**src/rtl/fcc_pkg.sv**
```systemverilog
// Package for the frame CRC-16 check unit: constants, register codes, CRC helpers.
// No dependencies.
package fcc_pkg;

  localparam logic [15:0] CrcInit  = 16'hFFFF;
  localparam logic [15:0] CrcPoly  = 16'h1021;
  localparam logic [8:0]  PosLimit = 9'd511;

  localparam logic [7:0] RegionStartRst  = 8'd2;
  localparam logic [7:0] RegionLengthRst = 8'd33;

  // Configuration register indexes
  typedef enum logic [7:0] {
    CFG_REGION_START  = 8'd0,
    CFG_REGION_LENGTH = 8'd1
  } cfg_index_e;

  // One byte of CRC-16/CCITT-FALSE, MSB first
  function automatic logic [15:0] crc16_byte(input logic [15:0] crc, input logic [7:0] b);
    logic [15:0] c;
    c = crc ^ {b, 8'h00};
    for (int k = 0; k < 8; k++) begin
      if (c[15]) begin
        c = {c[14:0], 1'b0} ^ CrcPoly;
      end else begin
        c = {c[14:0], 1'b0};
      end
    end
    return c;
  endfunction

  // Check byte k of the split CRC: top 7 bits, middle 7 bits, low 2 bits
  function automatic logic [7:0] split_value(input logic [15:0] crc, input logic [1:0] k);
    logic [7:0] v;
    case (k)
      2'd0:    v = {1'b0, crc[15:9]};
      2'd1:    v = {1'b0, crc[8:2]};
      default: v = {6'd0, crc[1:0]};
    endcase
    return v;
  endfunction

endpackage

```
**src/rtl/frame_crc16_check_unit.sv**
```systemverilog
// A byte accepted from the input goes through the input register into the frame state, and
// a last byte's result goes on into the result register. Throughput: one byte per cycle;
// a last byte waits in the input register, stalling the input, while an earlier result is stalled.
// Reset (async, active low): CRC 0xFFFF, position 0, no mismatch, region
// registers back to start 2 and length 33, both pipeline stages empty.
// Depends on fcc_pkg.
module frame_crc16_check_unit
  import fcc_pkg::*;
(
  input  logic        clk_i,
  input  logic        rst_ni,
  // byte input
  input  logic        in_valid_i,
  output logic        in_stall_o,
  input  logic [7:0]  data_byte_i,
  input  logic        last_byte_i,
  // result output
  output logic        out_valid_o,
  input  logic        out_stall_i,
  output logic [15:0] computed_crc_o,
  output logic        crc_present_o,
  output logic        check_present_o,
  output logic        frame_valid_o,
  // configuration writes
  input  logic        cfg_valid_i,
  output logic        cfg_ready_o,
  input  logic [7:0]  cfg_index_i,
  input  logic [7:0]  cfg_data_i
);

  logic [7:0]  region_start_q, region_length_q;
  logic        s1_valid_q, s1_last_q;
  logic [7:0]  s1_data_q;
  logic [15:0] crc_q, crc_d;
  logic [8:0]  pos_q, pos_d;
  logic        mismatch_q, mismatch_d;
  logic        out_valid_q;
  logic [15:0] out_crc_q;
  logic        out_crc_ok_q, out_chk_ok_q, out_valid_frame_q;

  logic        in_take, s1_advance, out_free, out_load;
  logic [8:0]  region_end;
  logic [9:0]  check_end;
  logic        in_region, in_check, pos_full;
  logic [8:0]  check_off;
  logic        crc_ok, chk_ok;

  // Handshakes
  assign cfg_ready_o = 1'b1;
  assign out_free    = !out_valid_q || !out_stall_i;
  assign s1_advance  = s1_valid_q && (!s1_last_q || out_free);
  assign out_load    = s1_advance && s1_last_q;
  assign in_stall_o  = s1_valid_q && !s1_advance;
  assign in_take     = in_valid_i && !in_stall_o;

  // Region bounds and where the registered byte falls
  assign region_end = {1'b0, region_start_q} + {1'b0, region_length_q};
  assign check_end  = {1'b0, region_end} + 10'd3;
  assign pos_full   = (pos_q == PosLimit);
  assign in_region  = (pos_q >= {1'b0, region_start_q}) && (pos_q < region_end);
  assign in_check   = (pos_q >= region_end) && ({1'b0, pos_q} < check_end);
  assign check_off  = pos_q - region_end;

  // Frame state update for the byte in stage 1
  always_comb begin
    crc_d      = crc_q;
    mismatch_d = mismatch_q;
    pos_d      = pos_q;
    if (!pos_full) begin
      if (in_region) begin
        crc_d = crc16_byte(crc_q, s1_data_q);
      end else if (in_check) begin
        if (s1_data_q != split_value(crc_q, check_off[1:0])) begin
          mismatch_d = 1'b1;
        end
      end
      pos_d = pos_q + 9'd1;
    end
  end

  assign crc_ok = (pos_d >= region_end);
  assign chk_ok = ({1'b0, pos_d} >= check_end);

  // Configuration registers
  always_ff @(posedge clk_i or negedge rst_ni) begin
    if (!rst_ni) begin
      region_start_q  <= RegionStartRst;
      region_length_q <= RegionLengthRst;
    end else if (cfg_valid_i && cfg_ready_o) begin
      case (cfg_index_i)
        CFG_REGION_START:  region_start_q  <= cfg_data_i;
        CFG_REGION_LENGTH: region_length_q <= cfg_data_i;
        default: ;
      endcase
    end
  end

  // Input stage
  always_ff @(posedge clk_i or negedge rst_ni) begin
    if (!rst_ni) begin
      s1_valid_q <= 1'b0;
    end else if (in_take) begin
      s1_valid_q <= 1'b1;
    end else if (s1_advance) begin
      s1_valid_q <= 1'b0;
    end
  end

  always_ff @(posedge clk_i) begin
    if (in_take) begin
      s1_data_q <= data_byte_i;
      s1_last_q <= last_byte_i;
    end
  end

  // Running frame state, cleared after the last byte
  always_ff @(posedge clk_i or negedge rst_ni) begin
    if (!rst_ni) begin
      crc_q      <= CrcInit;
      pos_q      <= '0;
      mismatch_q <= 1'b0;
    end else if (s1_advance) begin
      if (s1_last_q) begin
        crc_q      <= CrcInit;
        pos_q      <= '0;
        mismatch_q <= 1'b0;
      end else begin
        crc_q      <= crc_d;
        pos_q      <= pos_d;
        mismatch_q <= mismatch_d;
      end
    end
  end

  // Result register
  always_ff @(posedge clk_i or negedge rst_ni) begin
    if (!rst_ni) begin
      out_valid_q <= 1'b0;
    end else if (out_load) begin
      out_valid_q <= 1'b1;
    end else if (!out_stall_i) begin
      out_valid_q <= 1'b0;
    end
  end

  always_ff @(posedge clk_i) begin
    if (out_load) begin
      out_crc_q         <= crc_ok ? crc_d : 16'd0;
      out_crc_ok_q      <= crc_ok;
      out_chk_ok_q      <= chk_ok;
      out_valid_frame_q <= crc_ok && chk_ok && !mismatch_d;
    end
  end

  assign out_valid_o     = out_valid_q;
  assign computed_crc_o  = out_crc_q;
  assign crc_present_o   = out_crc_ok_q;
  assign check_present_o = out_chk_ok_q;
  assign frame_valid_o   = out_valid_frame_q;

endmodule

```
**config.mk**
```make
export PLATFORM = sky130hd
export DESIGN_NAME = frame_crc16_check_unit
export DESIGN_NICKNAME = d
export VERILOG_FILES = /design/src/rtl/fcc_pkg.sv /design/src/rtl/frame_crc16_check_unit.sv
export SDC_FILE = /design/constraint.sdc
export NUM_CORES = 1
export LEC_CHECK = 0
export BUFFER_PORTS_ARGS = -buffer_cell sky130_fd_sc_hd__buf_4
export CORE_AREA = 2 2 115 117
export DETAILED_ROUTE_END_ITERATION = 16
export DIE_AREA = 0 0 117 119
export PLACE_DENSITY_LB_ADDON = 0.2
export RECOVER_POWER = 25
export REMOVE_ABC_BUFFERS = 1
export SYNTH_ARGS = -nofsm -noshare
export SYNTH_HDL_FRONTEND = slang
export SYNTH_SLANG_ARGS = --single-unit
export TNS_END_PERCENT = 100
```
**constraint.sdc**
```tcl
create_clock -name clk_i -period 11.6 [get_ports clk_i]
set_clock_uncertainty 0.1 [all_clocks]
set_input_delay 0.58 -clock clk_i [delete_from_list [all_inputs] [get_ports clk_i]]
set_output_delay 0.58 -clock clk_i [all_outputs]
set_load 0.01 [all_outputs]
```
==> results.yml <==
run_status:
  status: "finished with violations"
  violations: "capacitance limit, slew limit"
pwr:
  p_leak_uw: 0.002556
  powerDensity_nw_per_um2: 138.4
  power_uw: 794.5
  peakVddDrop_mv: 0.06119
sta:
  worst_slew_pin_slew_ns: 2.535
  rsz0062_at_grt: "false"
  post-route-min-period_ns: 4.480
  finalSetupViolCount: 0
  fmax_mhz: 223.2
  slew_headroom_pct: -69.00
  finalCritPeriodShare_pct: 38.62
  hold_violations: 0
  finalSetupTns_ns: 0
  drv_slew: 45
finish:
  drive_gt1_share_pct: 22.57
  antenna-diode-count: 0
  final_area_um2: 5741
  area_growth_pct: 16.18
  fill_cells: 1217
  fin_nets: 594
yosys:
  syn_inst: 461
  syn_area_um2: 4941
  synth_area_per_cell_um2: 10.72
  synth_top_cell_by_area: "edfxtp_1"
  ys_warn_count: 0
  netlist_top_cells_area: "edfxtp_1 17%, ha_1 14%, dfrtp_1 13%"
  synth_ff_type: "edfxtp_1"
  ys_async_sr_fraction_pct: 61.11
  synth_edf_count: 28
  synth_top_area_share_pct: 17.02
  ys_seq_area_share_pct: 39.78
  ys_ff_latch: 72
  ys_types: 63
setup_path:
  cp.arrival_ns: 4.65
  start_kind: "flop"
  endpoint_kind: "flop"
  critPathRequiredTime_ns: 11.77
  worst-path-max-fanout: 22
  path_class: "reg -> reg"
die:
  ios: 52
  core_um2: 12870
  fp.dieW_um: 117
  initial_utilization_pct: 38.38
  rows: 42
  dieHeight_um: 119
  dieArea_um2: 13920
routing:
  first_iter_violations: 128
  drtAntennaViolNets: 0
  vias_per_cell: 5.181
  dr_total_vias: 3575
  route.met3.wl_um: 282
  drt-pass1-iter-count: 4
  top_layer_used: "met4"
  wl_per_cell_um: 15.76
  drcViolationCount: 0
  postRouteWirelength_um: 10880
  wl_met2_um: 5133
  wl_met1_um: 5183
clocking:
  htreeDepth: 3
  clockBufferDepth: 2
  root_buffer: "clkbuf_16"
  cts.clk_slew.worst_paths_ns: 0.06
  cts_hold_buffers: 0
  cts.repair.resized: 0
  cts_tree: "built"
  postCtsSetupRepairBufs: 0
  insertion_delay_ns: 0.35
  cts_buffers: 9
  cts_sinks: 72
run:
  max-cap-violations: 1
global_routing:
  grt_overflow: 0
  grt_pass1_wl_um: 18210
  grt_max_degree: 45
  antenna_found_initial: 0
  grt_usage_pct: 17.00
  grt_pass1_vias: 3665
place:
  place_congestion: 0.8589
  dpl_cell_area_um2: 5435
  post-dp-hpwl_um: 8158
  place.port_buffers: 50
min_path:
  hold_path.class: "in -> reg"
==> flip-flops by register name, summed over array words and instances (netlist names), 8 cells and up <==
name	flops
computed_crc_o	16
crc_q	16
pos_q	9
region_length_q	8
region_start_q	8
s1_data_q	8
==> critical path, stage by stage, from the launching register on <==
cell	delay (ns)
dfstp_2	0.52
ha_1	0.17
inv_1	0.06
fa_1	0.40
nor2b_1	0.18
o311a_1	0.21
nor2_1	0.05
o311a_2	0.41
ha_1	0.33
a211o_1	0.31
a21oi_2	0.10
o21ai_1	0.07
a221o_1	0.39
nor3_4	0.17
buf_4	0.35
nand2_2	0.27
o22a_1	0.30
==> kinds of logic (layout without fill, tap and decap cells) <==
logic type | Yosys count | after routing | synth area share (%)
fa+ha+maj | 55 | 55 | 14.08
flops | 72 | 72 | 39.78
compound gates | 101 | 101 | 14.79
simple gates | 113 | 113 | 11.70
buf+inv | 38 | 91 | 4.026
mux | 31 | 31 | 6.533
xor+xnor | 50 | 50 | 9.015
other cells | 1 | 1 | 0.07590
==> cells in the mapped netlist, types with 4 or more instances <==
| cell type | instances |
|---|---|
| nand2_1 | 27 |
| nand3_1 | 9 |
| nor3_1 | 4 |
| nor2_1 | 41 |
| xnor2_1 | 33 |
| clkbuf_1 | 4 |
| o21a_1 | 4 |
| a211oi_2 | 4 |
| dfstp_2 | 19 |
| ha_1 | 54 |
| buf_6 | 5 |
| a21oi_1 | 20 |
| nand4_1 | 4 |
| a21o_1 | 5 |
| inv_1 | 24 |
| dfrtp_1 | 25 |
| edfxtp_1 | 28 |
| xor2_1 | 16 |
| o22a_1 | 14 |
| o31ai_1 | 4 |
| mux2_2 | 10 |
| o21ai_0 | 21 |
| mux2i_1 | 21 |
==> cell type report <==
cell class                 instances  area (µm²)  area share, %
multi-input combinational        351        2776          48.37
sequential                        72        1966          34.24
timing repair buffer              51       379.1          6.604
clock buffer                      12       256.5          4.468
tap                              176       220.2          3.836
inverter                          24       90.09          1.569
clock inverter                     4       52.55         0.9154
==> final timing paths <==
kind | startpoint | end | slack (ns) | cells past startpoint
setup / recovery | region_length_q[0] | crc_q[15] | 7.12 | 16
hold / removal | in_valid_i | s1_valid_q | 0.32 | 2
setup reg to reg | region_length_q[0] | crc_q[15] | 7.12 | 16
hold reg to reg | region_length_q[4] | region_length_q[4] | 0.41 | 1
max in group asynchronous | rst_ni | pos_q[4] | 9.04 | 1
min in group asynchronous | rst_ni | region_length_q[1] | 0.91 | 1
==> report_power, final <==
part	internal, µW	switching [µW]	leakage, µW
clock network	179	111	0.000153
logic	94.3	123	0.00162
registers	277	9.67	0.000785
==> placed cells by master, fill, tap and decap left out, types with 19 or more instances in the layout <==
cell type / count
ha_1: 54
dfrtp_1: 25
edfxtp_1: 28
mux2i_1: 21
dfstp_2: 19
buf_4: 41
a21oi_1: 20
inv_1: 24
o21ai_0: 21
nor2_1: 41
xnor2_1: 33
nand2_1: 27
==> layer usage <==
metal | GRT usage [%] | vias up
met5 | 0 | -
met4 | 8.162 | 0
met3 | 3.257 | 17
met2 | 26.52 | 50
met1 | 22.51 | 1738
li1 | - | 1770
==> per-stage QoR <==
| step | std cells | util [%] | hold WS, ns | worst slack [ns] |
|---|---|---|---|---|
| 2_1_floorplan | 447 | - | 0.1844 | 7.093 |
| 3_3_place_gp | 674 | 42.22 | 0.3971 | 7.201 |
| 3_5_place_dp | 674 | 42.22 | 0.4007 | 7.148 |
| 4_1_cts | 690 | 44.62 | 0.1580 | 7.116 |
| 5_1_grt | 690 | 44.59 | 0.3232 | 6.821 |
| 6_report | 690 | 44.59 | 0.3237 | 7.120 |
Power figures use the tool's default switching activity.
